**src/bspd_pkg.sv**
```systemverilog
// Shared types and constants for the boot selector pin debouncer.
package bspd_pkg;

    // Pin word layout: choice pins low, then write protect, then mode
    localparam int CHOICE_PINS = 11;
    localparam int WORD_W      = CHOICE_PINS + 2;
    localparam int WRPROT_POS  = CHOICE_PINS;
    localparam int MODE_POS    = CHOICE_PINS + 1;
    localparam int HOLD_W      = 16;
    localparam int BOOT_W      = 4;

    localparam logic [HOLD_W-1:0] HOLD_RESET = HOLD_W'(41);

    typedef logic [WORD_W-1:0] t_word;

    // Input beat: one raw pin sample
    typedef struct packed {
        logic [CHOICE_PINS-1:0] choice_levels;
        logic                   wrprot_level;
        logic                   mode_level;
    } t_in_beat;

    // Output beat: debounced view and USB control
    typedef struct packed {
        logic [CHOICE_PINS-1:0] stable_choice;
        logic                   stable_wrprot;
        logic                   binary_mode;
        logic [BOOT_W-1:0]      boot_sel;
        logic                   usb_detached;
        logic                   usb_reattach;
    } t_out_beat;

    // Filter result handed to the decoder
    typedef struct packed {
        t_word stable;
        logic  detached;
        logic  attach;
    } t_filt_res;

endpackage

```
**src/bspd_filter.sv**
```systemverilog
// Three-sample debounce filter, stable word and detach countdown.
module bspd_filter import bspd_pkg::*; (
    input  logic              i_clk,
    input  logic              i_rst_n,
    input  logic              i_fire,
    input  t_word             i_sample,
    input  logic              i_cfg_we,
    input  logic [HOLD_W-1:0] i_cfg_data,
    output t_filt_res         o_res
);

    logic [HOLD_W-1:0] r_hold;
    logic [HOLD_W-1:0] r_count;
    logic              r_primed;
    t_word             r_hist0;
    t_word             r_hist1;
    t_word             r_stable;

    t_word             n_stable;
    logic [HOLD_W-1:0] n_count;
    t_word             all1;
    t_word             any1;
    logic [HOLD_W-1:0] cnt_load;
    logic              detached;

    // Next stable word and countdown for the sample in hand
    always_comb begin
        all1     = i_sample & r_hist0 & r_hist1;
        any1     = i_sample | r_hist0 | r_hist1;
        n_stable = (r_stable | all1) & any1;
        cnt_load = (n_stable != r_stable) ? r_hold : r_count;
        detached = (cnt_load != '0);
        n_count  = detached ? cnt_load - HOLD_W'(1) : '0;
        if (!r_primed) begin
            // first sample after reset preloads everything
            n_stable = i_sample;
            n_count  = r_count;
            detached = 1'b0;
        end
        o_res.stable   = n_stable;
        o_res.detached = detached;
        o_res.attach   = detached && (cnt_load == HOLD_W'(1));
    end

    // Control state
    always_ff @(posedge i_clk) begin
        if (!i_rst_n) begin
            r_hold   <= HOLD_RESET;
            r_count  <= '0;
            r_primed <= 1'b0;
        end else begin
            if (i_cfg_we) begin
                r_hold <= i_cfg_data;
            end
            if (i_fire) begin
                r_count  <= n_count;
                r_primed <= 1'b1;
            end
        end
    end

    // Sample history; only read once primed
    always_ff @(posedge i_clk) begin
        if (i_fire) begin
            r_hist0  <= i_sample;
            r_hist1  <= r_primed ? r_hist0 : i_sample;
            r_stable <= n_stable;
        end
    end

endmodule

```
**src/bspd_decode.sv**
```systemverilog
// Boot choice decode from the debounced pin word.
module bspd_decode import bspd_pkg::*; (
    input  t_filt_res i_res,
    output t_out_beat o_beat
);

    logic [CHOICE_PINS-1:0] choice;
    logic                   binary;
    logic [BOOT_W-1:0]      first_pin;

    // Lowest grounded pin wins in one-of-N mode
    always_comb begin
        choice    = i_res.stable[CHOICE_PINS-1:0];
        binary    = !i_res.stable[MODE_POS];
        first_pin = '0;
        for (int i = CHOICE_PINS - 1; i >= 0; i--) begin
            if (choice[i]) begin
                first_pin = BOOT_W'(i + 1);
            end
        end
        o_beat.stable_choice = choice;
        o_beat.stable_wrprot = i_res.stable[WRPROT_POS];
        o_beat.binary_mode   = binary;
        o_beat.boot_sel      = binary ? choice[BOOT_W-1:0] : first_pin;
        o_beat.usb_detached  = i_res.detached;
        o_beat.usb_reattach  = i_res.attach;
    end

endmodule

```
**src/boot_selector_pin_debouncer_unit.sv**
```systemverilog
// Top level of the boot selector pin debouncer.
// One pin sample beat is accepted every clock cycle while the input side is
// not stalled; its result beat passes from an input register through the
// filter and decoder into a result register, which presents it.
// A stalled result beat holds the input side back in the same cycle. Choice
// pins are inverted so 1 means grounded; a bit turns stable after three equal
// samples. The first beat after reset preloads the history. A change of the
// stable word loads the detach countdown from the hold register, which the
// user must write only while the block idles; the block does not enforce it.
module boot_selector_pin_debouncer_unit import bspd_pkg::*; (
    input  logic              i_clk,
    input  logic              i_rst_n,
    input  logic              i_in_valid,
    output logic              o_in_stall,
    input  t_in_beat          i_in_data,
    output logic              o_out_valid,
    input  logic              i_out_stall,
    output t_out_beat         o_out_data,
    input  logic              i_cfg_we,
    input  logic [HOLD_W-1:0] i_cfg_data
);

    logic      r_in_valid;
    t_in_beat  r_in_data;
    logic      r_out_valid;
    t_out_beat r_out_data;

    logic      out_adv;
    logic      in_adv;
    logic      fire;
    t_word     sample;
    t_filt_res res;
    t_out_beat beat;

    // Handshake: each stage moves when the one after it has room
    assign out_adv    = !r_out_valid || !i_out_stall;
    assign fire       = r_in_valid && out_adv;
    assign in_adv     = !r_in_valid || out_adv;
    assign o_in_stall = !in_adv;

    // Pack the registered sample, choice pins inverted
    assign sample = {r_in_data.mode_level, r_in_data.wrprot_level,
                     ~r_in_data.choice_levels};

    bspd_filter u_filter (
        .i_clk      (i_clk),
        .i_rst_n    (i_rst_n),
        .i_fire     (fire),
        .i_sample   (sample),
        .i_cfg_we   (i_cfg_we),
        .i_cfg_data (i_cfg_data),
        .o_res      (res)
    );

    bspd_decode u_decode (
        .i_res  (res),
        .o_beat (beat)
    );

    // Valid flags
    always_ff @(posedge i_clk) begin
        if (!i_rst_n) begin
            r_in_valid  <= 1'b0;
            r_out_valid <= 1'b0;
        end else begin
            if (in_adv) begin
                r_in_valid <= i_in_valid;
            end
            if (out_adv) begin
                r_out_valid <= r_in_valid;
            end
        end
    end

    // Payload registers
    always_ff @(posedge i_clk) begin
        if (in_adv && i_in_valid) begin
            r_in_data <= i_in_data;
        end
        if (fire) begin
            r_out_data <= beat;
        end
    end

    assign o_out_valid = r_out_valid;
    assign o_out_data  = r_out_data;

endmodule

```
**config.mk**
```make
export PLATFORM = sky130hd
export DESIGN_NAME = boot_selector_pin_debouncer_unit
export DESIGN_NICKNAME = d
export VERILOG_FILES = /design/src/bspd_pkg.sv /design/src/bspd_filter.sv /design/src/bspd_decode.sv /design/src/boot_selector_pin_debouncer_unit.sv
export SDC_FILE = /design/constraint.sdc
export NUM_CORES = 1
export LEC_CHECK = 0
export BUFFER_PORTS_ARGS = -buffer_cell sky130_fd_sc_hd__clkbuf_2
export CAP_MARGIN = 25
export CORE_MARGIN = 5
export CORE_UTILIZATION = 55
export DETAILED_ROUTE_END_ITERATION = 7
export PLACE_DENSITY = 0.76
export SYNTH_ARGS = -nofsm -noshare
export SYNTH_HDL_FRONTEND = slang
export SYNTH_SLANG_ARGS = --single-unit
```
**constraint.sdc**
```tcl
create_clock -name i_clk -period 6.15 [get_ports i_clk]
set_input_delay 0.3075 -clock i_clk [delete_from_list [all_inputs] [get_ports i_clk]]
set_output_delay 0.3075 -clock i_clk [all_outputs]
set_load 0.05 [all_outputs]
```
# Word-level counts from Yosys, hierarchy flattened
# Index checks and enable logic that the tools add are counted.
# totals
register_bits	106
elab_cells	56
in_bits	34
out_inout_bits	21
# op_classes
bitwise_logic	7
reduce_logical	12
mux	17
addsub	1
eq_ne	2
# ops
operator	n
2-to-1 mux 4 bit	12
AND 13 bit	3
OR 13 bit	3
2-to-1 mux 16 bit	2
2-to-1 mux 13 bit	2
equality test 16 x 1 -> 1 bit, second input constant	1
nonzero test 16 bit	1
subtractor 16 x 1 -> 16 bit, second input constant	1
inequality test 13 bit	1
NOT 11 bit	1
logical NOT 1 bit	5
logical AND 1 bit	3
logical OR 1 bit	2
AND reduction 2 bit	1
2-to-1 mux 1 bit	1

# Longest topological paths before layout
# depth
word_depth	18
ltp_mapped	14
depth_no_buf	12

# Hierarchy
# Synthesis repeated with hierarchy kept, for this count alone.
# hier_totals
cells_unflattened	513
area_unflattened_um2	5322.6
# by_module_without_submodules
module	area_each_um2	seq_area_each_um2	cells_per_inst	instances
bspd_filter	3985.1	1831.8	423	1
boot_selector_pin_debouncer_unit	1086.0	1001.0	51	1
bspd_decode	251.5	0.0	39	1

# Worst setup path after synthesis
# No wires, ideal clock.
# synth_path
kind	register to register
startpoint	register u_filter.r_hist0[11]
endpoint	register r_out_data, in the netlist o_out_data[0], data pin
synth_period_minus_slack_ns	3.309
path_buffers	2
stages_incl_launch_ff	13
setup_time_ns	0.255
slack_ns	2.841
arrival_ns	3.053
t_required_ns	5.895
cell_sequence	edfxtp_1 and4b_1 nor4_2 nand4_1 nor2_2 buf_4 buf_4 mux2i_1 ha_1 or3b_1 mux2_4 and2_4 and3_1
# synth_lines
item	line	source
start, declared	bspd_filter.sv:15	t_word r_hist0;
start signal, assigned	bspd_filter.sv:65	r_hist0 <= i_sample;
end signal, assigned	boot_selector_pin_debouncer_unit.sv:81	r_out_data <= beat;
end, declared	boot_selector_pin_debouncer_unit.sv:26	t_out_beat r_out_data;

# Final worst setup path
# layout_path
startpoint	register u_filter.r_hist0[6]
endpoint	register u_filter.r_count[8]
# layout_between
elab_chain_len	8
elab_cells_between_ends	11
cone_classes	add/sub (1); eq/ne (1); mux (2); bitwise (6); reduce/logical (1)
# layout_rtl
item	line	source
AND 13 bit (2 in a row)	bspd_filter.sv:28	all1 = i_sample & r_hist0 & r_hist1;
OR 13 bit	bspd_filter.sv:30	n_stable = (r_stable | all1) & any1;
AND 13 bit (*)	bspd_filter.sv:30	
inequality test 13 bit (*)	bspd_filter.sv:31	cnt_load = (n_stable != r_stable) ? r_hold : r_count;
2-to-1 mux 16 bit (*)	bspd_filter.sv:31	
subtractor 16 x 1 -> 16 bit or nonzero test 16 bit (tied branches)	bspd_filter.sv:33, bspd_filter.sv:32	
2-to-1 mux 16 bit (*)	bspd_filter.sv:33	n_count = detached ? cnt_load - HOLD_W'(1) : '0;
end signal, assigned	bspd_filter.sv:56	r_count <= n_count;
end, declared	bspd_filter.sv:13	logic [HOLD_W-1:0] r_count;
# Every way passes the cells marked *; elsewhere a longest branch is shown, timed or not.
# A chain may end at the register's enable or synchronous reset.

==> out/metrics.yaml <==
grt_use_total: 0.2029
critical_path_peak_fanout: 31
rows: 34
outcome: "complete, no violations"
synth_cell_types: 60
drtIter0Drc: 386
synth.area.top_cells: "edfxtp_1 36%, dfxtp_1 14%, mux2i_1 5.4%"
cts_setup_buffers: 0
syn_inst: 506
post_dp_cell_area_um2: 5225
final_area_um2: 5419
die_h_um: 105.1
ctsHoldBuffers: 0
start_kind: "flip-flop"
cts-resized-gates: 0
synth_nets: 543
drcViolationCount: 0
drt_wl_total_um: 11200
synth_top_area_frac: 0.3564
slew_viol_final: 0
clkSlewWorstSetupHoldPaths_ps: 100
cts_tree: "yes"
grt_max_degree: 49
cp-end-kind: "flip-flop"
switching_power_w: 0.0004043
grt_pass1_wl_um: 18480
first_pass_iters: 5
drive_gt1_frac: 0.1569
pwr_density_cell_nw_per_um2: 255.4
ys_ff_latch: 94
synth_enable_flop_cells: 59
antenna_found_initial: 0
p_leak_nw: 2.087
wl_per_cell_um: 17.07
seq_area_frac_synth: 0.4974
synth_xor_xnor_area_share: 0.02467
detail-route-antenna-nets: 0
internal_power_w: 0.0009797
boundaryPins: 55
synthFlopType: "edfxtp_1"
vias: 3940
clock_latency_ps: 370
synth_compound_area_frac: 0.1319
cts_buffer_depth: 2
netlist_area_um2: 4971
finalSetupTns_ps: 0
yosys.area_share.adder: 0.007551
gp_congestion: 0.8731
grt_pass1_vias: 3702
crit_required_ps: 6360
setup_viol: 0
via_per_inst: 6.006
clkPwrFrac: 0.292
grt-ovfl-total: 0
rsz0062_at_grt: "false"
swShare: 0.2921
avgSynthCellArea_um2: 9.824
synth_top_area_cell: "edfxtp_1"
timing.slew.headroom: 0.3506
numCtsBuffers: 9
die_area_um2: 11040
ir_drop_v: 0.0001610
drv_cap: 0
synth-simple-area-share: 0.2220
arrival_ps: 4230
port_buffers: 54
htreeDepth: 3
fmax_mhz: 248.5
fin_crit_sh: 0.6543
pwr-share-comb: 0.168
min_path_type: "in2reg"
core_area_um2: 8763
timing_worst_setup_path_type: "reg2reg"
cts_root_buf: "clkbuf_8"
fin_skew_ps: 19.47
finalHoldViolCount: 0
worst_pin_slew_ps: 973.1
power_frac_seq: 0.540
dieWidth_um: 105.1
ys_warn_count: 0
nets: 580
area_growth_pct: 9.011
start_util: 0.5672
synthMuxAreaShare: 0.06192
dp_slack_ps: 2368
cts.sinks: 94
async_reset_ff_frac: 0
setup_ws_ps: 2126
fin_crit_ps: 4024
synth_top_family_by_area: "simple AND/OR/NAND/NOR gates"
num_antenna_cells: 0
hpwl_um: 7725
-- cell families after synthesis --
kind of cell,after synthesis
adders and majority gates,3
AOI/OAI and AO/OA,107
muxes,30
DFF,94
buffers and inverters,56
xor gates and xnor gates,14
and+or+nand+nor,202
-- metrics by stage --
stage	hold slack, ps	cells	utilization	total power (W)
2_1_floorplan	369.4	506	-	0.0009350
3_3_place_gp	474.8	640	0.5962	0.0009816
3_5_place_dp	486.1	640	0.5962	0.0009912
4_1_cts	94.58	656	0.6184	0.001390
5_1_grt	104.5	656	0.6184	0.001446
6_report	108.3	656	0.6184	0.001384
-- cells in the mapped netlist (all sizes together) (3+ instances only) --
cell type  count
a21boi         3
nor2b          4
a21oi         32
a311oi         3
o21ai         39
and3           5
a2bb2oi        3
nor4bb        21
edfxtp        59
nand4          7
xor2           6
a22oi          3
nor2          41
xnor2          8
nor3          14
mux2           3
inv           25
dfxtp         35
nor4          12
nand2         67
nand3         12
and2           3
mux2i         27
buf           18
or3            4
o31ai          3
ha             3
clkbuf        13
a211oi         3
-- worst paths after layout --
path                                          start                   to  slack (ps)  depth (start not counted)
worst max-delay path            u_filter.r_hist0[6]  u_filter.r_count[8]        2130                         13
worst min-delay path                   i_in_data[6]         r_in_data[6]         110                          1
worst max register to register  u_filter.r_hist0[6]  u_filter.r_count[8]        2130                         13
worst min register to register  u_filter.r_count[0]  u_filter.r_count[0]         500                          2
-- critical path, cell delays in order (launching register included) --
cell and delay [ps]:
edfxtp_1 450, nor4bb_1 170, nor4_1 470, nand4_1 290, nor2_2 140, buf_4 350, mux2i_1 380, ha_1 350
nand2_1 180, o311ai_0 390, o41ai_1 160, mux2_2 290, a22oi_2 170, nor2_1 50
-- placed cells by master, fill, tap and decap left out, types with 21 or more instances in the layout --
| cell | Yosys | routed |
|---|---|---|
| inv_1 | 25 | 25 |
| a21oi_1 | 32 | 32 |
| nand2_1 | 67 | 67 |
| o21ai_0 | 36 | 36 |
| dfxtp_1 | 35 | 35 |
| nor4bb_1 | 21 | 21 |
| nor2_1 | 40 | 40 |
| edfxtp_1 | 59 | 59 |
| mux2i_1 | 27 | 27 |
| clkbuf_2 | 0 | 54 |
-- state kept, by name, summed over array words and instances, names as in the netlist --
register           count
u_filter.r_primed      1
u_filter.r_count      16
u_filter.r_hist1      13
r_in_data             13
u_filter.r_hist0      13
u_filter.r_stable      3
r_in_valid             1
o_out_valid            1
u_filter.r_hold       16
o_out_data            17
-- power by group through the flow --
stage | Clock (W) | Combinational, W | Sequential (W)
3_3_place_gp | 0 | 0.000224 | 0.000757
3_5_place_dp | 0 | 0.000230 | 0.000761
4_1_cts | 0.000412 | 0.000232 | 0.000747
6_report | 0.000404 | 0.000232 | 0.000748
5_1_grt | 0.000435 | 0.000258 | 0.000753
2_1_floorplan | 0 | 0.000175 | 0.000761
-- layout make-up --
class                   instances  area (µm²)
clock buffers                  12       166.4
clock inverters                 4       27.53
fillers                       724        3344
inverters                      25       93.84
multi-input cells             356        2231
flip-flops and latches         94        2472
well taps                     108       135.1
repair buffers                 57       292.8
-- metal layers --
metal  track usage  up-vias  share of wire  wire length (µm)
li1              -     1925              -                 -
met1        0.2978     1826           0.47              5209
met2        0.3031      170           0.45              5034
met3       0.03761       19          0.068               767
met4       0.06667        0          0.017               188
met5             0        -              0                 0
No activity file was read; power rests on OpenSTA's default activity.
